File: config.mk
export PLATFORM = sky130hd
export DESIGN_NAME = cff_dict_token_decoder
export DESIGN_NICKNAME = d
export VERILOG_FILES = /design/src/hdl/cdtd_pkg.sv /design/src/hdl/cff_dict_token_decoder.sv /design/src/hdl/cdtd_front.sv /design/src/hdl/cdtd_fifo.sv /design/src/hdl/cdtd_back.sv
export SDC_FILE = /design/constraint.sdc
export NUM_CORES = 1
export LEC_CHECK = 0
export BUFFER_PORTS_ARGS = -buffer_cell sky130_fd_sc_hd__buf_2
export CAP_MARGIN = 20
export CORE_MARGIN = 1.5
export CORE_UTILIZATION = 53
export CTS_CLUSTER_SIZE = 24
export DETAILED_ROUTE_END_ITERATION = 6
export PLACE_DENSITY_LB_ADDON = 0.12
export SYNTH_ARGS = -nofsm -noshare
export SYNTH_HDL_FRONTEND = slang
export SYNTH_SLANG_ARGS = --single-unit
File: constraint.sdc
create_clock -name clk -period 4.3 [get_ports clk]
set_clock_uncertainty 0.15 [all_clocks]
set_input_delay 0.43 -clock clk [delete_from_list [all_inputs] [get_ports clk]]
set_output_delay 0.43 -clock clk [all_outputs]
set_load 0.05 [all_outputs]
File: src/hdl/cdtd_pkg.sv
// ----------------------------------------------------------------------------
// cdtd_pkg
// Shared types and codes of the compact font DICT token decoder.
// ----------------------------------------------------------------------------
package cdtd_pkg;

  localparam int FIFO_DEPTH_DEFAULT = 4;

  // Byte classes, as seen by a parser that is idle.
  localparam logic [3:0] CLS_OP      = 4'd0;  // operator 0-11, 13-27, 31
  localparam logic [3:0] CLS_ESC     = 4'd1;  // escape 12
  localparam logic [3:0] CLS_SHORT   = 4'd2;  // 28, 16-bit integer follows
  localparam logic [3:0] CLS_LONG    = 4'd3;  // 29, 32-bit integer follows
  localparam logic [3:0] CLS_REAL    = 4'd4;  // 30, packed decimal follows
  localparam logic [3:0] CLS_POS2    = 4'd5;  // 247-250
  localparam logic [3:0] CLS_NEG2    = 4'd6;  // 251-254
  localparam logic [3:0] CLS_INVALID = 4'd7;  // 255
  localparam logic [3:0] CLS_SMALL   = 4'd8;  // 32-246, one-byte integer

  // Token kinds.
  localparam logic [2:0] KIND_OP      = 3'd0;
  localparam logic [2:0] KIND_ESC_OP  = 3'd1;
  localparam logic [2:0] KIND_INT     = 3'd2;
  localparam logic [2:0] KIND_REAL    = 3'd3;
  localparam logic [2:0] KIND_INVALID = 3'd4;

  localparam logic [7:0] BYTE_INVALID = 8'd255;
  localparam logic [3:0] NIB_END      = 4'hf;

  typedef struct packed {
    logic       start;
    logic [7:0] data_byte;
    logic [3:0] cls;
  } item_t;

  typedef struct packed {
    logic               real_done;
    logic [1:0]         nibbles_valid;
    logic [3:0]         nibble_low;
    logic [3:0]         nibble_high;
    logic signed [31:0] int_value;
    logic [7:0]         op_code;
    logic [2:0]         token_kind;
  } token_t;

endpackage

File: src/hdl/cff_dict_token_decoder.sv
// ----------------------------------------------------------------------------
// cff_dict_token_decoder
// Decodes a compact font DICT byte stream into operator and operand tokens.
// ----------------------------------------------------------------------------
// Throughput: one byte per cycle, sustained, with the output taken each cycle.
// A token's last byte waits in the classifier queue, then the parser output
// register holds the token until it is taken; an output stall keeps bytes
// waiting in the queue.
// The queue between classifier and parser holds FIFO_DEPTH bytes.
// Reset clears the parser to idle and empties the queue.
module cff_dict_token_decoder #(
  parameter int FIFO_DEPTH = cdtd_pkg::FIFO_DEPTH_DEFAULT
) (
  input  logic        clk,
  input  logic        rst,
  input  logic        s_tvalid,
  output logic        s_tready,
  input  logic [7:0]  s_tdata,   // [7:0] data_byte
  input  logic [0:0]  s_tuser,   // [0] dict_start
  output logic        m_tvalid,
  input  logic        m_tready,
  // [7:0] op_code, [39:8] int_value, [43:40] nibble_high, [47:44] nibble_low,
  // [49:48] nibbles_valid, [50] real_done, [55:51] zero
  output logic [55:0] m_tdata,
  output logic [2:0]  m_tuser    // [2:0] token_kind
);

  logic             push, q_ready, q_valid, pop;
  cdtd_pkg::item_t  wr_item, rd_item;
  cdtd_pkg::token_t token;

  cdtd_front u_front (
    .s_tvalid   (s_tvalid),
    .s_tready   (s_tready),
    .data_byte  (s_tdata),
    .dict_start (s_tuser[0]),
    .push       (push),
    .item       (wr_item),
    .q_ready    (q_ready)
  );

  cdtd_fifo #(
    .DEPTH (FIFO_DEPTH)
  ) u_fifo (
    .clk       (clk),
    .rst       (rst),
    .push      (push),
    .wr_item   (wr_item),
    .not_full  (q_ready),
    .pop       (pop),
    .rd_item   (rd_item),
    .not_empty (q_valid)
  );

  cdtd_back u_back (
    .clk      (clk),
    .rst      (rst),
    .q_valid  (q_valid),
    .q_item   (rd_item),
    .pop      (pop),
    .m_tvalid (m_tvalid),
    .m_tready (m_tready),
    .token    (token)
  );

  assign m_tuser = token.token_kind;
  assign m_tdata = {5'd0, token.real_done, token.nibbles_valid, token.nibble_low,
                    token.nibble_high, token.int_value, token.op_code};

endmodule

File: src/hdl/cdtd_front.sv
// ----------------------------------------------------------------------------
// cdtd_front
// Accepts stream bytes and tags each with its lead-byte class.
// ----------------------------------------------------------------------------
module cdtd_front (
  input  logic            s_tvalid,
  output logic            s_tready,
  input  logic [7:0]      data_byte,
  input  logic            dict_start,
  output logic            push,
  output cdtd_pkg::item_t item,
  input  logic            q_ready
);

  logic [3:0] cls;

  always_comb begin
    if (data_byte == 8'd12) begin
      cls = cdtd_pkg::CLS_ESC;
    end else if (data_byte == 8'd28) begin
      cls = cdtd_pkg::CLS_SHORT;
    end else if (data_byte == 8'd29) begin
      cls = cdtd_pkg::CLS_LONG;
    end else if (data_byte == 8'd30) begin
      cls = cdtd_pkg::CLS_REAL;
    end else if (data_byte <= 8'd27 || data_byte == 8'd31) begin
      cls = cdtd_pkg::CLS_OP;
    end else if (data_byte >= 8'd247 && data_byte <= 8'd250) begin
      cls = cdtd_pkg::CLS_POS2;
    end else if (data_byte >= 8'd251 && data_byte <= 8'd254) begin
      cls = cdtd_pkg::CLS_NEG2;
    end else if (data_byte == cdtd_pkg::BYTE_INVALID) begin
      cls = cdtd_pkg::CLS_INVALID;
    end else begin
      cls = cdtd_pkg::CLS_SMALL;
    end
  end

  assign s_tready       = q_ready;
  assign push           = s_tvalid && q_ready;
  assign item.start     = dict_start;
  assign item.data_byte = data_byte;
  assign item.cls       = cls;

endmodule

File: src/hdl/cdtd_fifo.sv
// ----------------------------------------------------------------------------
// cdtd_fifo
// Short register queue between the classifier and the parser.
// ----------------------------------------------------------------------------
module cdtd_fifo #(
  parameter int DEPTH = cdtd_pkg::FIFO_DEPTH_DEFAULT
) (
  input  logic            clk,
  input  logic            rst,
  input  logic            push,
  input  cdtd_pkg::item_t wr_item,
  output logic            not_full,
  input  logic            pop,
  output cdtd_pkg::item_t rd_item,
  output logic            not_empty
);

  localparam int AW = (DEPTH > 1) ? $clog2(DEPTH) : 1;
  localparam logic [AW-1:0] LAST = AW'(DEPTH - 1);

  cdtd_pkg::item_t mem [DEPTH];
  logic [AW-1:0]   wr_ptr;
  logic [AW-1:0]   rd_ptr;
  logic [AW:0]     count;

  assign not_full  = count != (AW+1)'(DEPTH);
  assign not_empty = count != '0;
  assign rd_item   = mem[rd_ptr];

  always_ff @(posedge clk) begin
    if (push) begin
      mem[wr_ptr] <= wr_item;
    end
  end

  always_ff @(posedge clk) begin
    if (rst) begin
      wr_ptr <= '0;
      rd_ptr <= '0;
      count  <= '0;
    end else begin
      if (push) begin
        wr_ptr <= (wr_ptr == LAST) ? '0 : wr_ptr + 1'b1;
      end
      if (pop) begin
        rd_ptr <= (rd_ptr == LAST) ? '0 : rd_ptr + 1'b1;
      end
      if (push && !pop) begin
        count <= count + 1'b1;
      end else if (pop && !push) begin
        count <= count - 1'b1;
      end
    end
  end

endmodule

File: src/hdl/cdtd_back.sv
// ----------------------------------------------------------------------------
// cdtd_back
// Parser state machine; gathers operand bytes and holds the output token.
// ----------------------------------------------------------------------------
module cdtd_back (
  input  logic              clk,
  input  logic              rst,
  input  logic              q_valid,
  input  cdtd_pkg::item_t   q_item,
  output logic              pop,
  output logic              m_tvalid,
  input  logic              m_tready,
  output cdtd_pkg::token_t  token
);

  localparam logic [2:0] MODE_IDLE  = 3'd0;
  localparam logic [2:0] MODE_ESC   = 3'd1;
  localparam logic [2:0] MODE_SHORT = 3'd2;
  localparam logic [2:0] MODE_LONG  = 3'd3;
  localparam logic [2:0] MODE_POS2  = 3'd4;
  localparam logic [2:0] MODE_NEG2  = 3'd5;
  localparam logic [2:0] MODE_REAL  = 3'd6;

  logic [2:0]  mode, mode_next, cur_mode;
  logic [2:0]  bytes_left, bytes_left_next, left_dec;
  logic [31:0] acc, acc_next, acc_shift;
  logic [1:0]  lead_ofs, lead_ofs_next;
  logic        emit;
  cdtd_pkg::token_t tok;
  logic [7:0]  b;
  logic [3:0]  hi, lo;
  logic [10:0] two_byte;

  assign pop       = q_valid && (!m_tvalid || m_tready);
  assign b         = q_item.data_byte;
  assign hi        = b[7:4];
  assign lo        = b[3:0];
  assign cur_mode  = q_item.start ? MODE_IDLE : mode;
  assign acc_shift = {acc[23:0], b};
  assign left_dec  = bytes_left - 3'd1;
  assign two_byte  = 11'd108 + {1'b0, lead_ofs, b};

  always_comb begin
    mode_next       = mode;
    bytes_left_next = bytes_left;
    acc_next        = acc;
    lead_ofs_next   = lead_ofs;
    emit            = 1'b0;
    tok             = '0;
    unique case (cur_mode)
      MODE_ESC: begin
        mode_next      = MODE_IDLE;
        emit           = 1'b1;
        tok.token_kind = cdtd_pkg::KIND_ESC_OP;
        tok.op_code    = b;
      end
      MODE_SHORT, MODE_LONG: begin
        acc_next        = acc_shift;
        bytes_left_next = left_dec;
        tok.token_kind  = cdtd_pkg::KIND_INT;
        if (cur_mode == MODE_SHORT) begin
          tok.int_value = {{16{acc_shift[15]}}, acc_shift[15:0]};
        end else begin
          tok.int_value = acc_shift;
        end
        if (left_dec == 3'd0) begin
          mode_next = MODE_IDLE;
          emit      = 1'b1;
        end
      end
      MODE_POS2: begin
        mode_next      = MODE_IDLE;
        emit           = 1'b1;
        tok.token_kind = cdtd_pkg::KIND_INT;
        tok.int_value  = {21'd0, two_byte};
      end
      MODE_NEG2: begin
        mode_next      = MODE_IDLE;
        emit           = 1'b1;
        tok.token_kind = cdtd_pkg::KIND_INT;
        tok.int_value  = 32'd0 - {21'd0, two_byte};
      end
      MODE_REAL: begin
        emit            = 1'b1;
        tok.token_kind  = cdtd_pkg::KIND_REAL;
        tok.nibble_high = hi;
        tok.nibble_low  = lo;
        if (hi == cdtd_pkg::NIB_END) begin
          mode_next     = MODE_IDLE;
          tok.real_done = 1'b1;
        end else if (lo == cdtd_pkg::NIB_END) begin
          mode_next         = MODE_IDLE;
          tok.nibbles_valid = 2'd1;
          tok.real_done     = 1'b1;
        end else begin
          tok.nibbles_valid = 2'd2;
        end
      end
      default: begin
        // Idle, and the unused mode code behaves the same.
        mode_next = MODE_IDLE;
        unique case (q_item.cls)
          cdtd_pkg::CLS_ESC: begin
            mode_next = MODE_ESC;
          end
          cdtd_pkg::CLS_SHORT: begin
            mode_next       = MODE_SHORT;
            bytes_left_next = 3'd2;
            acc_next        = '0;
          end
          cdtd_pkg::CLS_LONG: begin
            mode_next       = MODE_LONG;
            bytes_left_next = 3'd4;
            acc_next        = '0;
          end
          cdtd_pkg::CLS_REAL: begin
            mode_next = MODE_REAL;
          end
          cdtd_pkg::CLS_OP: begin
            emit           = 1'b1;
            tok.token_kind = cdtd_pkg::KIND_OP;
            tok.op_code    = b;
          end
          cdtd_pkg::CLS_POS2, cdtd_pkg::CLS_NEG2: begin
            // Both lead ranges map to an offset of the low two bits plus one.
            mode_next     = (q_item.cls == cdtd_pkg::CLS_POS2) ? MODE_POS2 : MODE_NEG2;
            lead_ofs_next = b[1:0] + 2'd1;
          end
          cdtd_pkg::CLS_INVALID: begin
            emit           = 1'b1;
            tok.token_kind = cdtd_pkg::KIND_INVALID;
            tok.op_code    = cdtd_pkg::BYTE_INVALID;
          end
          default: begin
            emit           = 1'b1;
            tok.token_kind = cdtd_pkg::KIND_INT;
            tok.int_value  = {24'd0, b} - 32'd139;
          end
        endcase
      end
    endcase
  end

  always_ff @(posedge clk) begin
    if (rst) begin
      mode       <= MODE_IDLE;
      bytes_left <= '0;
      m_tvalid   <= 1'b0;
    end else begin
      if (pop) begin
        mode       <= mode_next;
        bytes_left <= bytes_left_next;
        m_tvalid   <= emit;
      end else if (m_tready) begin
        m_tvalid <= 1'b0;
      end
    end
  end

  always_ff @(posedge clk) begin
    if (pop) begin
      acc      <= acc_next;
      lead_ofs <= lead_ofs_next;
      if (emit) begin
        token <= tok;
      end
    end
  end

endmodule

Word-level counts from Yosys, hierarchy flattened
Memories as Yosys holds them, arrays and structs flattened. A register that Yosys moved wholly into a read port is not among the register bits.
Cells that the tools add are included.
{"block": "totals", "mem_bits_rw": 52, "mem_count": 1, "inputBits": 13, "register_bits": 94, "out_inout_bits": 61}
{"name": "u_fifo.mem", "words": 4, "width": 13, "rd": 1, "rd_clocked_by_memory_dff": 1, "write_ports": 1, "line": "cdtd_fifo.sv:21", "text": "cdtd_pkg::item_t mem [DEPTH];"}
{"block": "op_classes", "n_lt_le_gt_ge": 5, "bitwise": 3, "muxes": 42, "eq_ne": 26, "n_addsub": 9, "reduce_logical": 36}
{"op": "$pmux W32 S4", "count": 1}
{"op": "$mux W32", "count": 2}
{"op": "$pmux W24 S2", "count": 1}
{"op": "$eq A8 B5 Y1 const B", "count": 4}
{"op": "$mux W4", "count": 8}
{"op": "$pmux W8 S2", "count": 2}
{"op": "$mux W24", "count": 1}
{"op": "$mux W3", "count": 6}
{"op": "$pmux W3 S2", "count": 3}
{"op": "$pmux W3 S3", "count": 2}
{"op": "$eq A4 B3 Y1 const B", "count": 4}
{"op": "$ge A8 B8 Y1 const B", "count": 2}
{"op": "$le A8 B8 Y1 const B", "count": 2}
{"op": "$pmux W3 S5", "count": 1}
{"op": "$reduce_and A3 Y1", "count": 4}
{"op": "$reduce_or A6 Y1", "count": 2}
{"op": "$sub A1 B11 Y12 const A", "count": 1}
{"op": "$add A7 B10 Y11 const A", "count": 1}
{"op": "$mux W2", "count": 5}
{"op": "$reduce_or A2 Y1", "count": 5}
{"op": "$eq A3 B3 Y1 const B", "count": 3}
{"op": "$mux W1", "count": 9}
{"op": "$sub A8 B8 Y9 const B", "count": 1}
{"op": "$eq A4 B2 Y1 const B", "count": 2}
{"op": "29 further kinds", "count": 49}

Logic depth before layout (Yosys ltp)
{"block": "depth", "depth_word": 9, "mapped_depth": 14, "mapped_depth_nobuf": 12}

Cells and area by module
From an unflattened synthesis, not the netlist that was laid out.
{"block": "hier_totals", "cells_unflattened": 524, "hier_area_um2": 6905.4}
{"mod": "cdtd_back", "instances": 1, "seq_area_each_um2": 2542.4, "cells_per_inst": 375, "area_per_inst_um2": 4342.9}
{"mod": "cdtd_fifo", "instances": 1, "seq_area_each_um2": 1741.7, "cells_per_inst": 112, "area_per_inst_um2": 2323.5}
{"mod": "cdtd_front", "instances": 1, "seq_area_each_um2": 0.0, "cells_per_inst": 31, "area_per_inst_um2": 197.7}
{"mod": "cff_dict_token_decoder", "instances": 1, "seq_area_each_um2": 0.0, "cells_per_inst": 6, "area_per_inst_um2": 41.3}

Worst setup path after synthesis
Ideal clock, no wire load.
{"block": "synth_timing", "kind": "register to register", "startpoint": "register with a tool-made name", "endpoint": "register u_back.token[0] (netlist name)", "n_path_buf": 3, "path_slack_ps": -357, "arrival_time_ps": 4041, "setup_ps": 466, "stages_incl_launch_ff": 10, "period_less_slack_ps": 4657, "cell_sequence": "dfxtp_1 buf_6 mux4_2 buf_2 nor2b_1 clkbuf_1 nor2_1 a21oi_1 nor2_1 nor2_1"}

==> flow_summary.yaml <==
worst_setup_path:
  worstReg2RegEnd: "u_back.token[37]"
  cp.required_ns: 4.45
  critPathArrivalTime_ns: 3.72
  crit_family: "compound AO/OA/AOI/OAI gates"
  worstSetupPathType: "register to register"
  worstSetupStartpointType: "register"
  path_cells: "mux4_2, ha_1, a21oi_1, nand3_1, a21oi_2, nor2_1, o21ai_2, a31o_2"
  r2r_cells: 8
  r2r_setup_slack_ns: 0.73
  crit_fanout: 16
  end_kind: "register"
  critical_path.max_stage_delay_ns: 0.83
  path_buf_inv: 0
  crit_slowest_cell: "dfxtp_1"
routing:
  vias: 4090
  firstDrtPassIters: 4
  viasPerCell: 5.38
  drc: 0
  wire_per_inst_um: 16.4
  final_antenna_net_count: 0
  drt_iter0_drc: 305
  drt_wl_total_um: 12400
placed_design:
  post-dp-hpwl_um: 8600
  place.gp.congestion: 0.863
  port_buffers: 68
timing:
  hold_violations: 0
  maxSlewViolCount: 0
  finalCritPeriodShare: 0.831
  rsz0062_at_grt: "no"
  worst_pin_slew_ns: 0.785
  setup_viol: 0
  finalCriticalPeriod_ns: 3.57
  fmax_ghz: 0.280
  setup_tns_ns: 0
  slew_headroom: 0.476
final_layout:
  fillCellCount: 953
  final_nets: 608
  layout-drive-gt1-share: 0.230
  area_growth_pct: 15.2
  diodes: 0
  mostFrequentLayoutCell: "edfxtp_1"
  final_cell_mix: "edfxtp_1, buf_2, nor2_1, a21oi_1, nand2_1"
global_routing:
  grt_pass1_vias: 3896
  grt_pass1_wl_um: 19900
  grt_usage: 0.202
  grt_overflow: 0
  antenna_found_initial: 0
  grt_start_max_net_pins: 50
logic_synthesis:
  avgSynthCellArea_um2: 13.2
  synth_edf_count: 132
  synth_flop_cell: "edfxtp_1"
  ys_seq_area_frac: 0.642
  ys_warn_count: 0
  syn_inst: 507
  async_reset_ff_frac: 0
  synth_cell_type_count: 59
  ys_ff_latch: 148
  synth_area_mm2: 0.00668
clock_tree:
  clockRootBuffer: "clkbuf_16"
  post_cts_buffers: 0
  ctsLongestPathBuffers: 2
  clk_pin_slew_worst_paths_ns: 0.06
  post_cts_resized: 0
  htree_num_levels: 4
  cts_made_buffers: 17
  worstSkewPairLatency_ns: 0.42
  cts_tree: "built"
  ctsHoldBuffers: 0
  clkSinkCount: 148
floorplan:
  dieHeight_um: 115
  core-area_mm2: 0.0122
  ioPinCount: 74
  core.rowCount: 40
  start_util: 0.549
  dieArea_mm2: 0.0133
  die_w_um: 115
hold_path:
  hold_class: "input port to register"
  hold_end: "u_fifo.mem[2][12]"
  hp-start: "s_tuser"
  holdPathStages: 1
run_status:
  outcome: "completed"
job:
  maxCapViolCount: 0
-- cell usage after synthesis, types with 4 or more instances --
library cell / count / area (µm²)
a31o_2: 9 / 78.8
nand3_1: 4 / 20.0
clkbuf_1: 13 / 48.8
a21o_1: 10 / 75.1
or3_1: 8 / 50.1
inv_1: 21 / 78.8
nand2_1: 28 / 105
xnor2_1: 15 / 131
mux4_2: 9 / 203
nor2_1: 64 / 240
a21oi_1: 28 / 140
o21ai_0: 18 / 90.1
edfxtp_1: 132 / 3960
nor3_1: 11 / 55.1
nor2b_1: 6 / 37.5
and3_1: 6 / 37.5
ha_1: 14 / 175
dfxtp_1: 16 / 320
and2_1: 19 / 119
buf_4: 6 / 45.0
mux2i_1: 6 / 60.1
xor2_1: 7 / 61.3
-- metal layers --
layer  part of all wire  GRT usage
met4              0.020     0.0955
met1               0.43      0.251
met3              0.046     0.0543
met5                  0          0
met2               0.51      0.333
-- final cells by class --
cell class                      instances  area (µm²)  area share
Clock inverter                         12         108      0.0140
Sequential cell                       148        4280       0.557
Inverter                               22        82.6      0.0107
Timing Repair Buffer                   76         400      0.0520
Multi-Input combinational cell        315        2180       0.283
Clock buffer                           19         433      0.0563
Tap cell                              168         210      0.0273
-- worst register-to-register path: stages, from the launching register on --
cell and delay, ns:
dfxtp_1 0.83, mux4_2 0.73, ha_1 0.26, a21oi_1 0.29
nand3_1 0.19, a21oi_2 0.36, nor2_1 0.13, o21ai_2 0.31
a31o_2 0.21
-- state kept, by name (all words and copies together) (netlist names), named ones only --
name / cells
u_fifo.count: 3
u_back.acc: 24
u_back.token: 54
u_back.mode: 3
u_back.lead_ofs: 2
u_fifo.rd_ptr: 2
u_back.bytes_left: 3
u_fifo.mem: 52
u_back.m_tvalid: 1
u_fifo.wr_ptr: 2
-- logic make-up after synthesis --
logic type	Yosys count	synth area share
other cells	1	0.000562
fa+ha+maj	15	0.0292
buf+inv	48	0.0367
compound gates	94	0.0946
simple gates	159	0.114
xor+xnor	22	0.0289
flops	148	0.642
mux	20	0.0545
-- worst max-delay path by stage --
stage                        start          endpoint  slack (ns)  depth (start not counted)
after floorplan           register   u_back.token[0]        0.55                          9
after global placement    register  u_back.token[36]        0.79                          8
after detailed placement  register  u_back.token[37]        0.73                          8
after CTS                 register  u_back.token[37]        0.71                          8
after global routing      register  u_back.token[20]        0.51                         10
final                     register  u_back.token[37]        0.73                          8
-- metrics by stage --
| stage | utilization | setup slack (ns) | cell area, µm² | std cells | hold WS [ns] |
|---|---|---|---|---|---|
| 6_report | 0.633 | 0.727 | 7690 | 760 | 0.0953 |
| 5_1_grt | 0.633 | 0.508 | 7690 | 760 | 0.0829 |
| 4_1_cts | 0.633 | 0.714 | 7690 | 760 | 0.0787 |
| 3_5_place_dp | 0.588 | 0.732 | 7150 | 729 | 0.335 |
| 3_3_place_gp | 0.588 | 0.786 | 7150 | 729 | 0.331 |
| 2_1_floorplan | - | 0.548 | 6700 | 511 | 0.310 |
Power is not shown: default switching activity piles up to over one toggle a cycle in this logic, so the estimate is an artifact.
